File: src/bsd_pkg.sv
// Shared types and constants of the 2x2 box-sum downsampler.
// No dependencies; every other file of the block refers to this package.
`default_nettype none

package bsd_pkg;

  // geometry
  localparam int MAX_WIDTH_DEF = 2048;
  localparam int COMPONENTS    = 3;
  localparam int MAX_HEIGHT    = 8192;
  localparam int BND_W         = 14;   // holds any bounded width or height
  localparam int ROW_W         = 13;
  localparam int SUM_W         = 16;
  localparam int SAMPLE_W      = 16;

  // configuration port
  localparam int CFG_IDX_W  = 2;
  localparam int CFG_DATA_W = 16;
  localparam int WIDTH_W    = 12;
  localparam int HEIGHT_W   = 14;

  localparam logic [CFG_IDX_W-1:0] REG_SOURCE_WIDTH  = 2'd0;
  localparam logic [CFG_IDX_W-1:0] REG_SOURCE_HEIGHT = 2'd1;
  localparam logic [CFG_IDX_W-1:0] REG_RGB_MODE      = 2'd2;
  localparam logic [CFG_IDX_W-1:0] REG_WIDE_SIGNED   = 2'd3;

  localparam logic [WIDTH_W-1:0]  WIDTH_RESET  = 12'd640;
  localparam logic [HEIGHT_W-1:0] HEIGHT_RESET = 14'd480;

  // register file contents
  typedef struct packed {
    logic [WIDTH_W-1:0]  source_width;
    logic [HEIGHT_W-1:0] source_height;
    logic                rgb_mode;
    logic                wide_signed_source;
  } cfg_t;

  // line store operation for the sample being accepted
  typedef struct packed {
    logic             wr;     // top row of a block: store the pair sum
    logic             rd;     // bottom row: fetch the stored pair sum
    logic [SUM_W-1:0] pair;
    logic [1:0]       comp;
    logic             eor;
    logic             eof;
  } scan_op_t;

endpackage

`default_nettype wire

File: src/bsd_scan.sv
// Raster position counters, pair-hold registers and line store addressing.
// Depends on bsd_pkg for the config and operation structs.
`default_nettype none

module bsd_scan #(
  parameter int MAX_WIDTH = bsd_pkg::MAX_WIDTH_DEF,
  parameter int AW        = $clog2(MAX_WIDTH / 2 * bsd_pkg::COMPONENTS)
) (
  input  wire logic                         clk,
  input  wire logic                         rst,
  input  wire bsd_pkg::cfg_t                cfg,
  input  wire logic                         advance,
  input  wire logic [bsd_pkg::SAMPLE_W-1:0] sample,
  output bsd_pkg::scan_op_t                 op,
  output logic      [AW-1:0]                addr
);

  localparam int COL_W = $clog2(MAX_WIDTH);
  localparam int BW    = bsd_pkg::BND_W;

  logic [COL_W-1:0]          col;
  logic [1:0]                comp_cnt;
  logic [bsd_pkg::ROW_W-1:0] row;
  logic [bsd_pkg::SUM_W-1:0] pair_hold [bsd_pkg::COMPONENTS];

  logic [BW-1:0]             w_even, h_even, width_eff, height_eff;
  logic [1:0]                comp;
  logic                      last_comp, last_col, last_row;
  logic [bsd_pkg::SUM_W-1:0] smp;
  logic [AW-1:0]             half;

  // bounded frame size, position flags, store address
  always_comb begin
    w_even = {2'b00, cfg.source_width[bsd_pkg::WIDTH_W-1:1], 1'b0};
    if (w_even < BW'(2)) begin
      width_eff = BW'(2);
    end else if (w_even > BW'(MAX_WIDTH)) begin
      width_eff = BW'(MAX_WIDTH);
    end else begin
      width_eff = w_even;
    end
    h_even = {cfg.source_height[bsd_pkg::HEIGHT_W-1:1], 1'b0};
    if (h_even < BW'(2)) begin
      height_eff = BW'(2);
    end else if (h_even > BW'(bsd_pkg::MAX_HEIGHT)) begin
      height_eff = BW'(bsd_pkg::MAX_HEIGHT);
    end else begin
      height_eff = h_even;
    end

    comp      = (comp_cnt == 2'd3) ? 2'd0 : comp_cnt;
    last_comp = !cfg.rgb_mode || (comp == 2'd2);
    last_col  = ((BW + 1)'(col) + (BW + 1)'(1)) >= {1'b0, width_eff};
    last_row  = ((BW + 1)'(row) + (BW + 1)'(1)) >= {1'b0, height_eff};

    // byte samples are zero-extended, wide samples pass as they are
    smp = cfg.wide_signed_source ? sample : {8'h00, sample[7:0]};

    half = AW'(col >> 1);
    addr = (half << 1) + half + AW'(comp);

    op.wr   = col[0] && !row[0];
    op.rd   = col[0] && row[0];
    op.pair = pair_hold[comp] + smp;
    op.comp = comp;
    op.eor  = last_col && last_comp;
    op.eof  = last_col && last_comp && last_row;
  end

  // position counters
  always_ff @(posedge clk) begin
    if (rst) begin
      col      <= '0;
      comp_cnt <= 2'd0;
      row      <= '0;
    end else if (advance) begin
      if (last_comp) begin
        comp_cnt <= 2'd0;
        if (last_col) begin
          col <= '0;
          row <= last_row ? '0 : row + 1'b1;
        end else begin
          col <= col + 1'b1;
        end
      end else begin
        comp_cnt <= comp + 2'd1;
      end
    end
  end

  // left sample of each horizontal pair, per component
  always_ff @(posedge clk) begin
    if (advance && !col[0]) begin
      pair_hold[comp] <= smp;
    end
  end

endmodule

`default_nettype wire

File: config.mk
export PLATFORM = sky130hd
export DESIGN_NAME = bsd_scan
export DESIGN_NICKNAME = d
export VERILOG_FILES = /design/src/bsd_pkg.sv /design/src/bsd_scan.sv
export SDC_FILE = /design/constraint.sdc
export NUM_CORES = 1
export LEC_CHECK = 0
export ABC_CLOCK_PERIOD_IN_PS = 4800
export BUFFER_PORTS_ARGS = -buffer_cell sky130_fd_sc_hd__buf_4
export CORE_UTILIZATION = 50
export DETAILED_ROUTE_END_ITERATION = 7
export PLACE_DENSITY_LB_ADDON = 0.08
export SYNTH_ARGS = -nofsm -noshare
export SYNTH_HDL_FRONTEND = slang
export SYNTH_SLANG_ARGS = --single-unit
File: constraint.sdc
create_clock -name clk -period 4.8 [get_ports clk]
set_input_delay 0.48 -clock clk [delete_from_list [all_inputs] [get_ports clk]]
set_output_delay 0.48 -clock clk [all_outputs]
set_load 0.1 [all_outputs]
==> metrics.txt, run 1 <==
Setup crit end kind output port; post-CTS setup buffer count 0; Syn Area/Cell 9.60 um2; ant diodes 0; pwr/cell area 332 nW/um2; Place WS 816 ps; H-tree depth 3; measured slew at the worst slew-check pin 865 ps; Initial Utilization 52.5%; Worst-Skew Late Latency 340 ps; maxcap violations 0; Routed WL 11,200 um; nets 737; first-iteration detailed-routing DRC count 163; mapped cell area 5200 um2; Period minus WS final 4320 ps; Placer Congestion 0.866; Remaining DRCs 0; Post-synth EDFFs 48; max-slew violations 0; critical path class reg2out; fmax 232 MHz; cts repair resizes 0; Max transition margin 42.3%; WL/cell 14.7 um; Final Skew 9.63 ps; All-Layer GR Usage 21.3%; cts bufs inserted 9; Synth Net Count 657; Leak 2.65 nW; utilization after layout 63.1%; detailed-route vias per instance 5.57; design area 6250 um2; vias 4,230; port buffer count 78; CTS tree built; core area 9910 um2; Final Hold Vio Count 0; synth unique cells 59; most common cell after layout, fill and taps aside buf_4; CP arrival 3840 ps; fin crit share 90.0%; overall power 2.07 mW; FFs w/ async S/R, synth 0%; pin count of the biggest net entering global routing 23; vias in the first global route 4,159; most frequent cells in the layout 81 x buf_4, 65 x nand2_1, 64 x ha_1; Hold WC Path Type in2reg; Synth-to-Final Area Change 20.2%; CTS root buf clkbuf_8; CTS sink cnt 74; FP Rows 36; Worst-path clk slew 80 ps; outcome completed; Die ar. 10,800 um2; Post-Syn Instances 542; Req. time, crit path 4320 ps; RSZ-0062 raised after global routing false; share of layout cells above drive strength 1 19.0%; reg-to-reg slack, setup 1240 ps; chip width 104 um; Overflow after GRT 0; Post-Place Cells 744; Seq/Total Area, Yosys 37.7%; Most used DFF post-synth edfxtp_1; post-synthesis register bit count 74; Clock Path Buffers 2; router iterations before antenna repair 4; number of hold buffers added after CTS 0; Post-Layout Cell Count 760; yosys warns 0; Setup crit start kind register; Fin Hold WS 344 ps; first-pass GRT wire length 18,800 um; worst-path fanout max 16; maximum VDD drop 0.000453 V; Post-DP Area 6040 um2; Detail Route Antenna Nets 0; dpl hpwl 8730 um; I/O pins 81; post-route setup TNS 0 ps; Final Setup Violations 0; final worst slack 482 ps; antenna violations before repair 0; die height 104 um
cells by family after synthesis:
| family | count (synthesis) | share of synthesized area, % |
|---|---|---|
| compound gates | 123 | 15.9 |
| xor+xnor | 38 | 6.40 |
| fa+ha+maj | 68 | 16.8 |
| buf+inv | 41 | 3.03 |
| flops | 74 | 37.7 |
| mux | 16 | 3.08 |
| simple gates | 182 | 17.1 |
layout make-up:
class	count	area (um2)
Tap cell	133	166
Clock inverter	6	90.1
Inverter	29	109
Clock buffer	10	128
Multi-Input combinational cell	427	3190
Fill cell	828	3660
Timing Repair Buffer	81	608
Sequential cell	74	1960
cells in the mapped netlist (2+ instances only):
master    count  area share, %
ha_1         65             16
nand4_1       7           0.84
nand3_1      22            2.1
nor2b_1      11            1.3
nor2_1       27            1.9
edfxtp_1     48             28
o21ai_1      11            1.1
a211oi_1      7            1.0
inv_1        28            2.0
a32o_1        6            1.2
buf_2         3           0.29
o21a_2        2           0.34
o21ai_0      24            2.3
nor3_1       12            1.2
o32ai_1       4           0.67
clkbuf_1      8           0.58
a21oi_2       2           0.34
o211ai_1      2           0.29
o31a_1        3           0.51
or2_1         2           0.24
nand2_1      65            4.7
o21a_1        3           0.43
a21o_1       11            1.6
or3_1         2           0.24
a32oi_1       2           0.34
mux2i_1      16            3.1
and2_1       14            1.7
dfxtp_1      26             10
xnor2_1      29            4.9
xor2_1        9            1.5
a21oi_1      25            2.4
fa_1          3            1.2
a31oi_1       4           0.48
nor4_1        6           0.72
o41ai_1       2           0.34
a31o_1        3           0.51
and3_1        6           0.72
worst max-delay path: stages (launching register included):
cell      delay (ps)
dfxtp_1          330
inv_1             60
ha_1             570
o21ai_0          250
ha_1             260
fa_1             420
a211o_1          290
a21oi_1          210
o211ai_1         180
a31o_1           240
a21oi_1          240
xnor2_2          140
buf_4            300
final timing paths:
| check | from | endpoint | cells past startpoint |
|---|---|---|---|
| setup / recovery | comp_cnt[0] | op[16] | 12 |
| hold / removal | sample[5] | pair_hold[2][5] | 1 |
| setup reg to reg | row[0] | row[4] | 12 |
| hold reg to reg | row[12] | row[12] | 2 |
sequential cells by signal (all words and copies together), names as in the netlist:
signal	count
col	11
comp_cnt	2
pair_hold	48
row	13
metal layers:
layer  track usage [%]  up-vias  wire length (um)
met5                 0        -                 0
met4              7.45        0                40
met1              27.2     1980              5280
met3              2.63        4               383
met2              36.9       91              5460
li1                  -     2155                 -
where the power goes:
part | internal (mW) | switching [mW] | total, mW
combinational | 0.222 | 0.609 | 0.831
sequential | 0.704 | 0.00997 | 0.714
clock | 0.295 | 0.233 | 0.528
(Power assumes the default switching activity.)
==> run 2: changes to the inputs <==
CORE_MARGIN = 5   (was unset)
RECOVER_POWER = 50   (was unset)
==> run 2 against run 1 <==
Largest power group unchanged. Global-route usage decreased by 2.4 points. Critical path depth fell by 1. Clock-buffer cell count increased by 3. Die area increased by 16%. Sequential cell count did not move. Register-to-register slack better by 140 ps. Final area down 0.76%.
==> metrics.txt, run 2 (synthesis gave the netlist of run 1 again) <==
critical path class reg2out; antenna violations before repair 0; WL/cell 15.0 um; Hold WC Path Type in2reg; Overflow after GRT 0; Final Setup Violations 0; Place WS 714 ps; measured slew at the worst slew-check pin 1220 ps; chip width 112 um; post-CTS setup buffer count 0; pwr/cell area 326 nW/um2; first-pass GRT wire length 19,600 um; CP arrival 3960 ps; largest reg by FF count pair_hold; H-tree depth 3; maxcap violations 0; Worst-path clk slew 70 ps; FP Rows 37; Placer Congestion 0.838; RSZ-0062 raised after global routing false; Final Hold Vio Count 0; Final Skew 6.13 ps; max reg flops 48; Worst-Skew Late Latency 350 ps; pin count of the biggest net entering global routing 19; max-slew violations 0; post-route setup TNS 0 ps; Routed WL 11,500 um; Setup crit end kind output port; share of layout cells above drive strength 1 17.0%; number of hold buffers added after CTS 0; first-iteration detailed-routing DRC count 230; router iterations before antenna repair 4; ant diodes 0; final worst slack 363 ps; Synth-to-Final Area Change 19.3%; Initial Utilization 50.8%; die height 112 um; fmax 225 MHz; most frequent cells in the layout 71 x buf_4, 65 x nand2_1, 65 x ha_1; CTS root buf clkbuf_8; vias 4,210; All-Layer GR Usage 18.9%; dpl hpwl 8850 um; I/O pins 81; CTS sink cnt 74; Period minus WS final 4440 ps; Post-DP Area 6050 um2; design area 6210 um2; cts repair resizes 0; Remaining DRCs 0; Clock Path Buffers 2; fin crit share 92.4%; Max transition margin 18.9%; Die ar. 12,500 um2; Leak 2.61 nW; CTS tree built; vias in the first global route 4,240; biggest regs pair_hold (48), row (13), col (11); outcome completed; detailed-route vias per instance 5.51; Setup crit start kind register; maximum VDD drop 0.000470 V; nets 738; worst-path fanout max 10; core area 10,200 um2; most common cell after layout, fill and taps aside buf_4; Req. time, crit path 4320 ps; port buffer count 78; cts bufs inserted 9; Detail Route Antenna Nets 0
run 2: layer usage:
layer / global-route usage [%] / wire (um) / vias to the layer above / part of all wire, %
met3: 4.29 / 522 / 11 / 4.5
met5: 0 / 0 / - / 0
li1: - / - / 2160 / -
met4: 4.65 / 134 / 0 / 1.2
met1: 24.0 / 5400 / 1950 / 47
met2: 32.6 / 5420 / 89 / 47
run 2: power breakdown:
group | leakage, nW | internal (mW) | total (mW) | switching (mW)
clock network | 0.0999 | 0.251 | 0.483 | 0.232
registers | 0.655 | 0.705 | 0.715 | 0.00995
logic | 1.85 | 0.218 | 0.827 | 0.609
run 2: critical path, cell delays in order (launching register included):
cell and delay, ps:
dfxtp_1 360, ha_1 570, mux2i_1 150, o21ai_0 380, ha_1 310, a21oi_1 190
nor2_1 90, or4b_4 510, and2_4 170, a221oi_2 420, xor2_4 160, buf_4 300
run 2: area by class of cell:
class,count,area (um2)
clock buffer,13,181
inverter,29,109
multi-input combinational,427,3190
tap,136,170
fill,872,4030
timing repair buffer,82,574
sequential,74,1960
clock inverter,3,21.3
run 2: final timing paths:
check,from,endpoint,slack (ps),cells after the start
worst max-delay path,comp_cnt[0],op[19],360,11
worst max register to register,col[0],row[11],1380,12
worst min register to register,row[12],row[12],450,2
worst min-delay path,advance,comp_cnt[1],360,2
run 2: per-stage QoR:
step	std cells	total power, mW	util (%)	hold slack [ps]
floorplan	542	1.39	-	432
global placement	748	1.55	59.1	443
detailed placement	748	1.56	59.1	443
CTS	764	2.05	61.1	304
global route	764	2.11	60.7	357
finish	764	2.02	60.7	362
==> run 3: changes to the inputs <==
--- a/config.mk
+++ b/config.mk
@@ -10,7 +10,9 @@
 export CORE_MARGIN = 5
 export CORE_UTILIZATION = 50
+export CTS_CLUSTER_SIZE = 20
 export DETAILED_ROUTE_END_ITERATION = 7
 export PLACE_DENSITY_LB_ADDON = 0.08
 export RECOVER_POWER = 50
+export REMOVE_ABC_BUFFERS = 1
 export SYNTH_ARGS = -nofsm -noshare
 export SYNTH_HDL_FRONTEND = slang
==> constraint.sdc (replaced) <==
create_clock -name clk -period 4.8 [get_ports clk]
set_input_delay 0.72 -clock clk [delete_from_list [all_inputs] [get_ports clk]]
set_output_delay 0.72 -clock clk [all_outputs]
set_load 0.1 [all_outputs]
==> run 3 against run 2 <==
Sequential power hardly changed. Final cell count is 0.13% lower. Die area stayed put. Highest routed layer unchanged. Via count is 0.21% higher. Clock power is 11% lower. Utilization is 1.4 points lower. Clock skew is 9.7 ps higher. Critical path depth is 2 higher. Non-clock buffer count is 1 lower. Combinational power is 4.5% lower. Largest power group unchanged. Critical endpoint is now op[16].
==> metrics.txt, run 3 (synthesis gave the netlist of run 1 again) <==
maxcap violations 0; detailed-route vias per instance 5.53; post-route setup TNS 0 ps; outcome completed; crit-path cells inv_1 > ha_1 > mux2i_1 > o21ai_0 > ha_1 > fa_1 > a211o_1 > a21oi_1 > o211ai_1 > a31o_1 > a21oi_1 > xnor2_1 > buf_4; measured slew at the worst slew-check pin 1250 ps; CTS sink cnt 74; biggest regs pair_hold (48), row (13), col (11); Int Power 1.11 mW; Placer Congestion 0.885; Worst Hold Launch row[12]; share of layout cells above drive strength 1 15.0%; CP arrival 3690 ps; Slowest-stage cell, CP fa_1; sequential share of power 37.0%; WL/cell 14.9 um; Crit path largest cell delay 450 ps; Setup crit end kind output port; H-tree depth 3; switching part of the total 42.7%; Period minus WS final 4410 ps; NetSw 0.826 mW; Detail Route Antenna Nets 0; ant diodes 0; number of hold buffers added after CTS 0; Worst-path clk slew 80 ps; most common cell after layout, fill and taps aside buf_4; port buffer count 78; Reg-to-Reg Start row[0]; die height 112 um; FP Rows 37; first-pass GRT wire length 19,100 um; chip width 112 um; router iterations before antenna repair 4; Clock Path Buffers 2; CTS tree built; Clk pwr share 22.2%; fin crit share 91.9%; Post-Layout Cell Count 763; Remaining DRCs 0; fmax 227 MHz; Overflow after GRT 0; Leak 2.53 nW; All-Layer GR Usage 18.1%; pwr/cell area 319 nW/um2; core area 10,200 um2; Synth-to-Final Area Change 16.6%; reg-to-reg slack, setup 1350 ps; critical path class reg2out; max-slew violations 0; RSZ-0062 raised after global routing false; Setup crit start kind register; Max transition margin 16.4%; maximum VDD drop 0.000287 V; vias 4,219; hold path depth 2; dpl hpwl 8760 um; Post-Place Cells 747; Req. time, crit path 4080 ps; Worst-Skew Late Latency 340 ps; most frequent cells in the layout 69 x buf_4, 65 x nand2_1, 64 x ha_1; power share of the combinational group 40.9%; Reg-to-Reg End row[3]; pin count of the biggest net entering global routing 20; max reg flops 48; I/O pins 81; CTS root buf clkbuf_8; Routed WL 11,400 um; Final Skew 15.9 ps; largest reg by FF count pair_hold; vias in the first global route 4,150; nets 737; r2r worst-path depth 12; Final Setup Violations 0; first-iteration detailed-routing DRC count 210; worst-path fanout max 6; antenna violations before repair 0; Final Hold Vio Count 0; Die ar. 12,500 um2; Initial Utilization 50.8%; Hold WC Path Type reg2reg; Hold Path Sink row[12]; cts bufs inserted 9
[run 3: changes by cell type in the layout (fill, tap and decap cells not counted), sizes merged]
cell and delta:
buf -2, clkinvlp +1
[run 3: timing repair]
| action | in CTS | in global routing |
|---|---|---|
| endpoints found under the setup margin | 0 | 1 |
| setup buffers | 0 | 0 |
| gates resized for setup | 0 | 1 |
[run 3: metal layers]
layer  track usage (%)  wire, um  vias to the layer above
li1                  -         -                     2163
met1              23.8      5240                     1961
met2              31.0      5550                       80
met3              2.88       420                       15
met4              4.89       152                        0
met5                 0         0                        -
[run 3: cell type report]
class | instances | area, um2
sequential | 74 | 1960
tap | 136 | 170
clock inverter | 4 | 28.8
clock buffer | 12 | 145
fill | 921 | 4170
inverter | 29 | 109
multi-input combinational | 427 | 3080
timing repair buffer | 81 | 563
[run 3: how the worst max path moves through the flow]
stage,slack (ps),to,from,depth (start not counted)
2_1_floorplan,-1690,op[17],comp_cnt[1],10
3_3_place_gp,670,addr[10],comp_cnt[0],11
3_5_place_dp,590,op[16],comp_cnt[0],12
4_1_cts,220,op[16],comp_cnt[0],12
5_1_grt,130,op[16],comp_cnt[1],13
6_report,390,op[16],comp_cnt[1],13
[run 3: power by group through the flow]
stage	sequential, mW	clock [mW]	combinational [mW]
finish	0.715	0.428	0.790
global route	0.717	0.465	0.835
CTS	0.715	0.441	0.801
detailed placement	0.729	0	0.798
global placement	0.728	0	0.792
floorplan	0.726	0	0.627
[run 3: worst max-delay path: cells and delay by family, from the launching register on]
kind / cells / cell delay [ps]
AOI/OAI and AO/OA: 6 / 1200
xor gates and xnor gates: 1 / 140
adders and majority gates: 3 / 1060
buffers and inverters: 2 / 370
DFF: 1 / 330
muxes: 1 / 230
[run 3: per-stage QoR]
step                      total power, mW  area, um2  utilization [%]  setup WS, ps  hold WS, ps
after detailed placement             1.53       5930             58.0           590          449
final                                1.93       6060             59.3           388          457
after global routing                 2.02       6060             59.3           129          493
after global placement               1.52       5930             58.0           669          441
after CTS                            1.96       6100             59.7           224          461
after floorplan                      1.35       5150                -         -1690          426
