### src/bsd_pkg.sv
// Shared types and constants of the 2x2 box-sum downsampler.
// No dependencies; every other file of the block refers to this package.
`default_nettype none

package bsd_pkg;

  // geometry
  localparam int MAX_WIDTH_DEF = 2048;
  localparam int COMPONENTS    = 3;
  localparam int MAX_HEIGHT    = 8192;
  localparam int BND_W         = 14;   // holds any bounded width or height
  localparam int ROW_W         = 13;
  localparam int SUM_W         = 16;
  localparam int SAMPLE_W      = 16;

  // configuration port
  localparam int CFG_IDX_W  = 2;
  localparam int CFG_DATA_W = 16;
  localparam int WIDTH_W    = 12;
  localparam int HEIGHT_W   = 14;

  localparam logic [CFG_IDX_W-1:0] REG_SOURCE_WIDTH  = 2'd0;
  localparam logic [CFG_IDX_W-1:0] REG_SOURCE_HEIGHT = 2'd1;
  localparam logic [CFG_IDX_W-1:0] REG_RGB_MODE      = 2'd2;
  localparam logic [CFG_IDX_W-1:0] REG_WIDE_SIGNED   = 2'd3;

  localparam logic [WIDTH_W-1:0]  WIDTH_RESET  = 12'd640;
  localparam logic [HEIGHT_W-1:0] HEIGHT_RESET = 14'd480;

  // register file contents
  typedef struct packed {
    logic [WIDTH_W-1:0]  source_width;
    logic [HEIGHT_W-1:0] source_height;
    logic                rgb_mode;
    logic                wide_signed_source;
  } cfg_t;

  // line store operation for the sample being accepted
  typedef struct packed {
    logic             wr;     // top row of a block: store the pair sum
    logic             rd;     // bottom row: fetch the stored pair sum
    logic [SUM_W-1:0] pair;
    logic [1:0]       comp;
    logic             eor;
    logic             eof;
  } scan_op_t;

endpackage

`default_nettype wire

### src/bsd_if.sv
// Valid/ready channel interfaces: source samples, block sums, register writes.
// Depends on bsd_pkg for the payload widths.
`default_nettype none


interface bsd_cfg_if;
  logic                              valid;
  logic                              ready;
  logic [bsd_pkg::CFG_IDX_W-1:0]     index;
  logic [bsd_pkg::CFG_DATA_W-1:0]    data;
  modport source (output valid, output index, output data, input ready);
  modport sink   (input valid, input index, input data, output ready);
endinterface

`default_nettype wire

### src/bsd_cfg_regs.sv
// Configuration registers written through the register request channel.
// Depends on bsd_pkg and bsd_cfg_if.
`default_nettype none

module bsd_cfg_regs (
  input  wire logic      clk,
  input  wire logic      rst,
  bsd_cfg_if.sink        cfg,
  output bsd_pkg::cfg_t  regs
);

  bsd_pkg::cfg_t regs_next;

  // writes are always taken
  assign cfg.ready = 1'b1;

  // register decode
  always_comb begin
    regs_next = regs;
    if (cfg.valid) begin
      case (cfg.index)
        bsd_pkg::REG_SOURCE_WIDTH:
          regs_next.source_width = cfg.data[bsd_pkg::WIDTH_W-1:0];
        bsd_pkg::REG_SOURCE_HEIGHT:
          regs_next.source_height = cfg.data[bsd_pkg::HEIGHT_W-1:0];
        bsd_pkg::REG_RGB_MODE:
          regs_next.rgb_mode = cfg.data[0];
        bsd_pkg::REG_WIDE_SIGNED:
          regs_next.wide_signed_source = cfg.data[0];
        default: regs_next = regs;
      endcase
    end
  end

  always_ff @(posedge clk) begin
    if (rst) begin
      regs.source_width       <= bsd_pkg::WIDTH_RESET;
      regs.source_height      <= bsd_pkg::HEIGHT_RESET;
      regs.rgb_mode           <= 1'b0;
      regs.wide_signed_source <= 1'b0;
    end else begin
      regs <= regs_next;
    end
  end

endmodule

`default_nettype wire

### src/flat_wrapper.sv
// flat-port wrapper written by rule: the top's interface ports become plain ports
module bsd_cfg_regs_flat 
  (clk, rst, regs, cfg_valid, cfg_index, cfg_data, cfg_ready);
  bsd_cfg_if cfg_i ();
  input  wire logic clk;
  input  wire logic rst;
  output bsd_pkg::cfg_t regs;
  input wire logic [$bits(cfg_i.valid)-1:0] cfg_valid;
  input wire logic [$bits(cfg_i.index)-1:0] cfg_index;
  input wire logic [$bits(cfg_i.data)-1:0] cfg_data;
  output wire logic [$bits(cfg_i.ready)-1:0] cfg_ready;
  assign cfg_i.valid = cfg_valid;
  assign cfg_i.index = cfg_index;
  assign cfg_i.data = cfg_data;
  assign cfg_ready = cfg_i.ready;
  bsd_cfg_regs u_core (.clk(clk), .rst(rst), .cfg(cfg_i), .regs(regs));
endmodule
### config.mk
export PLATFORM = sky130hd
export DESIGN_NAME = bsd_cfg_regs_flat
export DESIGN_NICKNAME = d
export VERILOG_FILES = /design/src/bsd_pkg.sv /design/src/bsd_if.sv /design/src/bsd_cfg_regs.sv /design/src/flat_wrapper.sv
export SDC_FILE = /design/constraint.sdc
export NUM_CORES = 1
export LEC_CHECK = 0
export ABC_AREA = 1
export BUFFER_PORTS_ARGS = -buffer_cell sky130_fd_sc_hd__buf_2
export CORE_AREA = 3 3 58 60
export DETAILED_ROUTE_END_ITERATION = 10
export DIE_AREA = 0 0 61 63
export GPL_ROUTABILITY_DRIVEN = 0
export HOLD_SLACK_MARGIN = 0.03
export PLACE_DENSITY = 0.71
export SLEW_MARGIN = 5
export SYNTH_ARGS = -nofsm -noshare
export SYNTH_HDL_FRONTEND = slang
export SYNTH_SLANG_ARGS = --single-unit
### constraint.sdc
create_clock -name clk -period 0.8 [get_ports clk]
set_input_delay 0.16 -clock clk [delete_from_list [all_inputs] [get_ports clk]]
set_output_delay 0.16 -clock clk [all_outputs]
set_load 0.005 [all_outputs]
==> results of run 1 <==
-- cells by family (layout without fill, tap and decap cells) --
kind of cell,count (synthesis),in the layout,share of synthesized area [%]
compound gates,10,10,4.237
buf+inv,35,86,12.39
flops,28,28,47.46
other cells,1,1,0.3175
simple gates,103,103,35.59
-- power breakdown --
part	switching, mW	leakage (nW)	internal (mW)	total, mW
Combinational	0.229	0.664	0.235	0.464
Clock	0.389	0.0138	0.177	0.565
Sequential	0.0362	0.236	1.48	1.52
-- cell usage after synthesis --
| cell type | count |
|---|---|
| a21oi_1 | 10 |
| nor2_2 | 1 |
| inv_2 | 1 |
| dfxtp_1 | 28 |
| buf_2 | 6 |
| nand2_1 | 46 |
| nand3_2 | 1 |
| buf_4 | 2 |
| buf_1 | 1 |
| nand3_1 | 20 |
| inv_1 | 24 |
| conb_1 | 1 |
| nor2_1 | 35 |
| clkbuf_1 | 1 |
-- final cells by class --
class | instances | area (sq um) | share of cell area (%)
clock buffer | 3 | 22.52 | 1.364
inverter | 25 | 93.84 | 5.682
multi-input combinational | 114 | 478.0 | 28.94
sequential | 28 | 595.6 | 36.06
tap | 33 | 41.29 | 2.500
timing repair buffer | 58 | 420.4 | 25.45
-- layer usage --
metal / GRT usage, % / wire (um) / vias up
li1: - / - / 633
met1: 17.15 / 1190 / 500
met2: 23.80 / 1220 / 34
met3: 3.719 / 172 / 5
met4: 5.691 / 46 / 0
met5: 0 / 0 / -
-- worst paths after layout --
kind	from	end	slack, ps	cells past startpoint
max	u_core.regs[19]$_SDFFE_PP0P_	regs[19]	-140	1
min	cfg_data[7]	u_core.regs[9]$_SDFFE_PP1P_	50	3
max reg2reg	u_core.regs[24]$_SDFFE_PP0P_	u_core.regs[24]$_SDFFE_PP0P_	90	3
min reg2reg	u_core.regs[25]$_SDFFE_PP1P_	u_core.regs[25]$_SDFFE_PP1P_	460	2
-- cells in the final DEF (no fill, tap or decap) --
cell,synthesis,routed
a21oi_1,10,9
a21oi_2,0,1
buf_12,0,4
buf_2,6,38
buf_4,2,8
buf_6,0,8
clkbuf_4,0,3
conb_1,1,1
dfxtp_2,0,28
inv_1,24,24
inv_2,1,1
nand2_1,46,46
nand3_1,20,20
nand3_2,1,1
nor2_1,35,35
nor2_2,1,1
-- through the flow --
stage | worst slack (ps) | total power, mW | std cells | setup TNS [ps] | area (sq um)
after floorplan | -9.605 | 1.757 | 177 | -97.70 | 1194
after global placement | -108.6 | 1.955 | 254 | -1537 | 1510
after detailed placement | -112.8 | 1.961 | 254 | -1792 | 1510
after CTS | -161.7 | 2.563 | 260 | -4301 | 1608
after global routing | -194.3 | 2.706 | 261 | -5108 | 1652
final | -144.3 | 2.546 | 261 | -3846 | 1652
-- tightest hold or removal path, cell delays in order --
cell	delay (ps)
buf_2	90
nand2_1	50
nand3_1	50
-- what timing repair did --
action | 4_1_cts | 5_1_grt
hold buffers | 0 | 0
pin swaps | 0 | 0
gates resized for setup | 30 | 7
setup endpoints to repair | 28 | 29
buffers inserted | 3 | 1
==> impl_metrics.py, run 1 <==
metrics = {
    "outcome": {
        "status": "complete, but fails checks",
        "violations": "setup timing",
    },
    "layout": {
        "largest_register": "u_core.regs",
        "nNetsFinal": 251,
        "diodes": 0,
        "top_regs": "u_core.regs: 28 flops",
        "fillers": 310,
        "area_delta_synth_final_pct": 39.83,
        "largest_reg_flops": 28,
        "final_util_pct": 55.46,
        "drive_gt1_share_pct": 40.79,
    },
    "placed_design": {
        "io_buffer_count": 46,
        "place_hpwl_um": 1921,
    },
    "setup_path": {
        "path_class": "flop to output pin",
        "timing.critical_path.arrival_ps": 780,
        "path_delay_family": "flip-flops",
        "path_cells": "buf_6",
        "critPathMaxFanout": 2,
        "max_stage_delay_ps": 350,
        "cp-end-kind": "output pin",
        "cp.required_ps": 640,
        "critPathBufInv": 1,
        "startpoint_type": "flop",
        "slowest_stage": "dfxtp_2",
    },
    "cts": {
        "numCtsBuffers": 3,
        "htree_levels": 1,
        "cts_tree": "yes",
        "cts.sinks": 28,
        "path_clk_slew_ps": 140,
        "root_buffer": "clkbuf_4",
        "cts_buffer_depth": 2,
        "clock_latency_ps": 320,
    },
    "routing": {
        "wl_um": 2630,
        "drc": 0,
        "drt-initial-drc-count": 62,
        "drtPass1Iterations": 4,
        "via_per_inst": 4.490,
        "wl_per_cell_um": 10.08,
        "vias": 1172,
        "drtAntennaViolNets": 0,
    },
    "timing": {
        "final-setup-viol-count": 28,
        "rsz0062_at_grt": "yes",
        "finalCritPeriodShare_pct": 118.0,
        "fin_skew_ps": 0,
        "fin_ws_ps": -144.3,
        "whs_ps": 49.22,
        "max_freq_mhz": 1059,
        "slew_viol_final": 0,
        "hold_viol_final": 0,
        "fin_crit_ps": 944.3,
    },
    "floorplanning": {
        "rows": 20,
        "dieHeight_um": 63,
        "die_area_sq_mm": 0.003843,
        "initial_core_util_pct": 39.66,
        "die_w_um": 61,
        "io-pin-count": 50,
        "core_sq_mm": 0.002978,
    },
    "logic_synthesis": {
        "synth_top_area_share_pct": 47.46,
        "synth.yosys.warnings": 0,
        "syn_inst": 177,
        "syn-num-nets": 198,
        "synth_area_sq_mm": 0.001181,
        "ys_ff_latch": 28,
        "seq_area_frac_synth_pct": 47.46,
        "synth.avg_cell_area_sq_um": 6.673,
        "synth_area_leaders": "dfxtp_1, nand2_1, nor2_1",
        "yosys.cell_types.count": 14,
        "yosys.area.top_type": "dfxtp_1",
    },
    "pwr": {
        "irDropWorstVdd_uv": 729.0,
        "p_leak_nw": 0.9141,
        "p_per_area_mw_per_mm2": 1542,
    },
    "global_routing": {
        "grt_first_pass_wirelength_um": 4271,
        "antenna_found_initial": 0,
        "track_usage_pct": 14.37,
        "grt_max_degree": 29,
        "overflow": 0,
        "grt_pass1_vias": 1037,
    },
    "hold_path": {
        "hold_path.class": "input port to flop",
    },
    "run": {
        "drv_cap": 0,
    },
}
(Power assumes the default switching activity.)
==> run 2: changes to the inputs <==
CORE_AREA = 3 3 47 66   (was 3 3 58 60)
DIE_AREA = 0 0 50 69   (was 0 0 61 63)
PLACE_DENSITY = 0.76   (was 0.71)
clock period = 1 ns   (was 0.8 ns; I/O delays follow)
==> run 2 against run 1 <==
Compared with the run above:
- the flow now finishes without violations
- clock power grew 30%
- die area shrank 10%
- power shrank 10%
- combinational power shrank 26%
- highest routed layer unchanged
- sequential power shrank 20%
- critical path depth is the same
- non-clock buffer count shrank 1
- design area shrank 1.7%
- register-to-register slack gained 190 ps
- global-route usage grew 0.65 points
==> impl_metrics.py, run 2 (synthesized netlist as in run 1, its figures left out) <==
metrics = {
    "layout": {
        "final_util_pct": 62.11,
        "diodes": 0,
        "nNetsFinal": 250,
        "top_regs": "u_core.regs: 28 flops",
        "largest_register": "u_core.regs",
        "mostFrequentLayoutCells": "nand2_1, buf_2, nor2_1",
        "largest_reg_flops": 28,
        "area_delta_synth_final_pct": 37.50,
        "final_common_cell": "nand2_1",
        "stdcell_area_sq_mm": 0.001624,
        "drive_gt1_share_pct": 40.35,
    },
    "timing": {
        "rsz0062_at_grt": "yes",
        "fin_crit_ps": 995.5,
        "tns_ps": 0,
        "whs_ps": 78.09,
        "fin_skew_ps": 0,
        "max_freq_mhz": 1005,
        "finalCritPeriodShare_pct": 99.55,
        "hold_viol_final": 0,
        "final-setup-viol-count": 0,
        "slew_viol_final": 0,
    },
    "placed_design": {
        "placed_cell_area_sq_mm": 0.001494,
        "io_buffer_count": 46,
        "place_hpwl_um": 1727,
    },
    "setup_path": {
        "cp.depth": 1,
        "startpoint_type": "flop",
        "critPathBufInv": 1,
        "timing.critical_path.arrival_ps": 800,
        "path_cells": "buf_2",
        "max_stage_delay_ps": 350,
        "slowest_stage": "dfxtp_2",
        "path_delay_family": "flip-flops",
        "cp-end-kind": "output pin",
        "critPathMaxFanout": 2,
        "path_class": "flop to output pin",
        "cp.required_ps": 800,
        "reg2regPathDepth": 3,
    },
    "cts": {
        "numCtsBuffers": 3,
        "cts_buffer_depth": 2,
        "cts_tree": "yes",
        "path_clk_slew_ps": 150,
        "hold_buffers": 0,
        "cts.sinks": 28,
        "clock_latency_ps": 320,
        "root_buffer": "clkbuf_4",
        "htree_levels": 1,
    },
    "routing": {
        "drtPass1Iterations": 4,
        "drtAntennaViolNets": 0,
        "via_per_inst": 4.318,
        "drc": 0,
        "wl_per_cell_um": 9.409,
        "wl_um": 2484,
        "drt-initial-drc-count": 17,
        "vias": 1140,
    },
    "global_routing": {
        "grt_pass1_vias": 1021,
        "grt_max_degree": 29,
        "antenna_found_initial": 0,
        "track_usage_pct": 15.02,
        "grt_first_pass_wirelength_um": 4222,
        "overflow": 0,
    },
    "run": {
        "drv_cap": 0,
    },
    "floorplanning": {
        "initial_core_util_pct": 45.17,
        "rows": 22,
        "die_area_sq_mm": 0.003450,
        "core_sq_mm": 0.002615,
        "dieHeight_um": 69,
        "io-pin-count": 50,
        "die_w_um": 50,
    },
    "pwr": {
        "p_leak_nw": 0.9100,
        "irDropWorstVdd_uv": 951.0,
        "p_per_area_mw_per_mm2": 1412,
    },
    "outcome": {
        "status": "finished, final reports clean",
    },
    "hold_path": {
        "hold_path.class": "input port to flop",
        "holdPathStages": 3,
    },
}
-- run 2: cell count changes in the layout (fill, tap and decap cells not counted) --
cell | before | now
a21oi_1 | 9 | 10
buf_2 | 38 | 44
bufinv_16 | 0 | 1
buf_6 | 8 | 2
buf_12 | 4 | 3
a21oi_2 | 1 | 0
-- run 2: area by class of cell --
cell class              instances  area [sq um]
clock buffers                   3         22.52
repair buffers                 57         362.8
flip-flops and latches         28         595.6
clock inverters                 1         30.03
well taps                      36         45.04
inverters                      25         93.84
multi-input cells             114         474.2
fillers                       263         991.0
-- run 2: path summary, 6_finish.rpt --
| path | start | to | slack (ps) |
|---|---|---|---|
| max | u_core.regs[19]$_SDFFE_PP0P_ | regs[19] | 5 |
| min | cfg_data[5] | u_core.regs[7]$_SDFFE_PP1P_ | 80 |
| max reg2reg | u_core.regs[19]$_SDFFE_PP0P_ | u_core.regs[19]$_SDFFE_PP0P_ | 280 |
| min reg2reg | u_core.regs[23]$_SDFFE_PP1P_ | u_core.regs[23]$_SDFFE_PP1P_ | 470 |
-- run 2: metrics by stage --
stage	setup slack, ps	instances	total power [mW]
floorplan	124.6	177	1.401
global placement	6.659	256	1.549
detailed placement	7.284	256	1.554
CTS	-9.323	262	2.305
global route	-47.74	264	2.410
finish	4.506	264	2.292
-- run 2: worst reg2reg max path: cells and delay by family (launching register included) --
family / cells / cell delay (ps)
AO/OA/AOI/OAI: 1 / 100
buffers and inverters: 1 / 130
flip-flops: 1 / 350
AND/OR/NAND/NOR: 1 / 50
-- run 2: report_power, final --
part | internal, mW | total, mW | switching, mW | leakage [nW]
Sequential | 1.18 | 1.21 | 0.0277 | 0.236
Clock | 0.405 | 0.737 | 0.332 | 0.0279
Combinational | 0.167 | 0.343 | 0.176 | 0.646
-- run 2: what timing repair did --
action,CTS,global route
buffers inserted,2,2
gates resized for setup,24,6
setup endpoints to repair,23,28
-- run 2: per-layer routing --
| metal | GRT usage [%] | vias up | part of all wire [%] |
|---|---|---|---|
| met4 | 6.462 | 0 | 1.0 |
| met2 | 25.00 | 28 | 50 |
| met5 | 0 | - | 0 |
| met3 | 1.944 | 2 | 4.7 |
| met1 | 18.89 | 480 | 45 |
| li1 | - | 630 | - |
==> run 3: changes to the inputs <==
CORE_AREA = 3 3 49 69   (was 3 3 47 66)
DIE_AREA = 0 0 52 72   (was 0 0 50 69)
PLACE_DENSITY = 0.73   (was 0.76)
clock period = 0.9 ns   (was 1 ns; I/O delays follow)
==> run 3 against run 2 <==
Compared with the run above:
- utilization decreased by 3.2 points
- register-to-register slack got worse by 110 ps
- non-clock buffer count up 1
- combinational power increased by 20%
- first-iteration DRC count increased by 41%
- power increased by 5.7%
- sequential power increased by 12%
- global-route usage rose by 1.1 points
- critical endpoint is now regs[10]
==> impl_metrics.py, run 3 (synthesized netlist as in run 1, its figures left out) <==
metrics = {
    "timing": {
        "slew_viol_final": 0,
        "fin_skew_ps": 0,
        "finalCritPeriodShare_pct": 99.05,
        "rsz0062_at_grt": "yes",
        "tns_ps": 0,
        "final-setup-viol-count": 0,
        "hold_viol_final": 0,
        "fin_crit_ps": 891.4,
        "max_freq_mhz": 1122,
        "fin_ws_ps": 8.568,
        "whs_ps": 129.4,
    },
    "global_routing": {
        "grt_first_pass_wirelength_um": 4685,
        "grt_max_degree": 29,
        "overflow": 0,
        "antenna_found_initial": 0,
        "track_usage_pct": 16.16,
        "grt_pass1_vias": 1131,
    },
    "hold_path": {
        "hold_path.class": "input port to flop",
        "holdCritStartpoint": "cfg_data[7]",
    },
    "setup_path": {
        "cp-end-kind": "output pin",
        "max_stage_delay_ps": 330,
        "cp.required_ps": 720,
        "timing.critical_path.arrival_ps": 710,
        "rr_startpoint": "u_core.regs[19]$_SDFFE_PP0P_",
        "path_class": "flop to output pin",
        "critPathMaxFanout": 2,
        "cp-startpoint": "u_core.regs[10]$_SDFFE_PP1P_",
        "path_delay_family": "flip-flops",
        "slowest_stage": "dfxtp_2",
        "critPathBufInv": 1,
        "startpoint_type": "flop",
        "path_cells": "buf_2",
    },
    "routing": {
        "drc": 0,
        "wl_per_cell_um": 10.65,
        "via_per_inst": 4.449,
        "wl_um": 2821,
        "drtPass1Iterations": 4,
        "vias": 1179,
        "drtAntennaViolNets": 0,
        "drt-initial-drc-count": 24,
    },
    "cts": {
        "numCtsBuffers": 3,
        "clock_latency_ps": 260,
        "cts_buffer_depth": 2,
        "htree_levels": 1,
        "cts_tree": "yes",
        "cts.sinks": 28,
        "root_buffer": "clkbuf_8",
        "path_clk_slew_ps": 90,
    },
    "layout": {
        "area_delta_synth_final_pct": 42.06,
        "final_common_cell": "nand2_1",
        "mostFrequentLayoutCells": "nand2_1, nor2_1, buf_2",
        "drive_gt1_share_pct": 40.35,
        "diodes": 0,
        "nNetsFinal": 251,
        "fillers": 284,
        "stdcell_area_sq_mm": 0.001678,
        "largest_reg_flops": 28,
        "top_regs": "u_core.regs: 28 flops",
        "largest_register": "u_core.regs",
    },
    "pwr": {
        "p_leak_nw": 0.9251,
        "irDropWorstVdd_uv": 751.6,
        "p_per_area_mw_per_mm2": 1444,
    },
    "floorplanning": {
        "core_sq_mm": 0.002849,
        "io-pin-count": 50,
        "rows": 23,
        "die_w_um": 52,
        "die_area_sq_mm": 0.003744,
        "initial_core_util_pct": 41.46,
        "dieHeight_um": 72,
    },
    "outcome": {
        "status": "finished, final reports clean",
    },
    "placed_design": {
        "pre_cts_ws_ps": -34.07,
        "io_buffer_count": 46,
        "place_hpwl_um": 2029,
        "placed_cell_area_sq_mm": 0.001503,
    },
    "run": {
        "drv_cap": 0,
    },
}
## run 3: cell count changes in the layout (fill, tap and decap cells not counted), sizes merged
cell    delta
buf        +1
bufinv     -1
## run 3: power breakdown
group,total [mW],switching (mW),leakage [nW],internal (mW)
clock,0.658,0.358,0.0216,0.300
combinational,0.412,0.203,0.667,0.209
sequential,1.35,0.0365,0.236,1.32
## run 3: final cells by class
class                           count  area [sq um]  area share (%)
Clock buffer                        3         41.29           2.461
Tap cell                           37         46.29           2.759
Timing Repair Buffer               58         426.7           25.43
Inverter                           25         93.84           5.593
Multi-Input combinational cell    114         474.2           28.26
Sequential cell                    28         595.6           35.50
## run 3: worst paths after layout
kind                                                endpoint  slack, ps  cells past startpoint
worst max-delay path                                regs[10]          9                      1
worst min-delay path             u_core.regs[9]$_SDFFE_PP1P_        130                      3
worst max register to register  u_core.regs[19]$_SDFFE_PP0P_        170                      3
worst min register to register   u_core.regs[7]$_SDFFE_PP1P_        470                      2
## run 3: through the flow
stage / std cells / total power [mW] / utilization [%]
5_1_grt: 265 / 2.551 / 58.89
6_report: 265 / 2.422 / 58.89
4_1_cts: 262 / 2.416 / 55.99
3_3_place_gp: 258 / 1.731 / 52.74
2_1_floorplan: 177 / 1.557 / -
3_5_place_dp: 258 / 1.739 / 52.74
## run 3: timing repair
item	CTS	global route
buffers inserted	1	3
hold buffers	0	0
setup endpoints to repair	25	28
gates resized for setup	27	12
## run 3: per-layer routing
| layer | GRT usage (%) | wire, um |
|---|---|---|
| met1 | 17.77 | 1142 |
| met2 | 30.77 | 1520 |
| met4 | 5.248 | 17 |
| met3 | 2.053 | 140 |
| met5 | 0 | 0 |
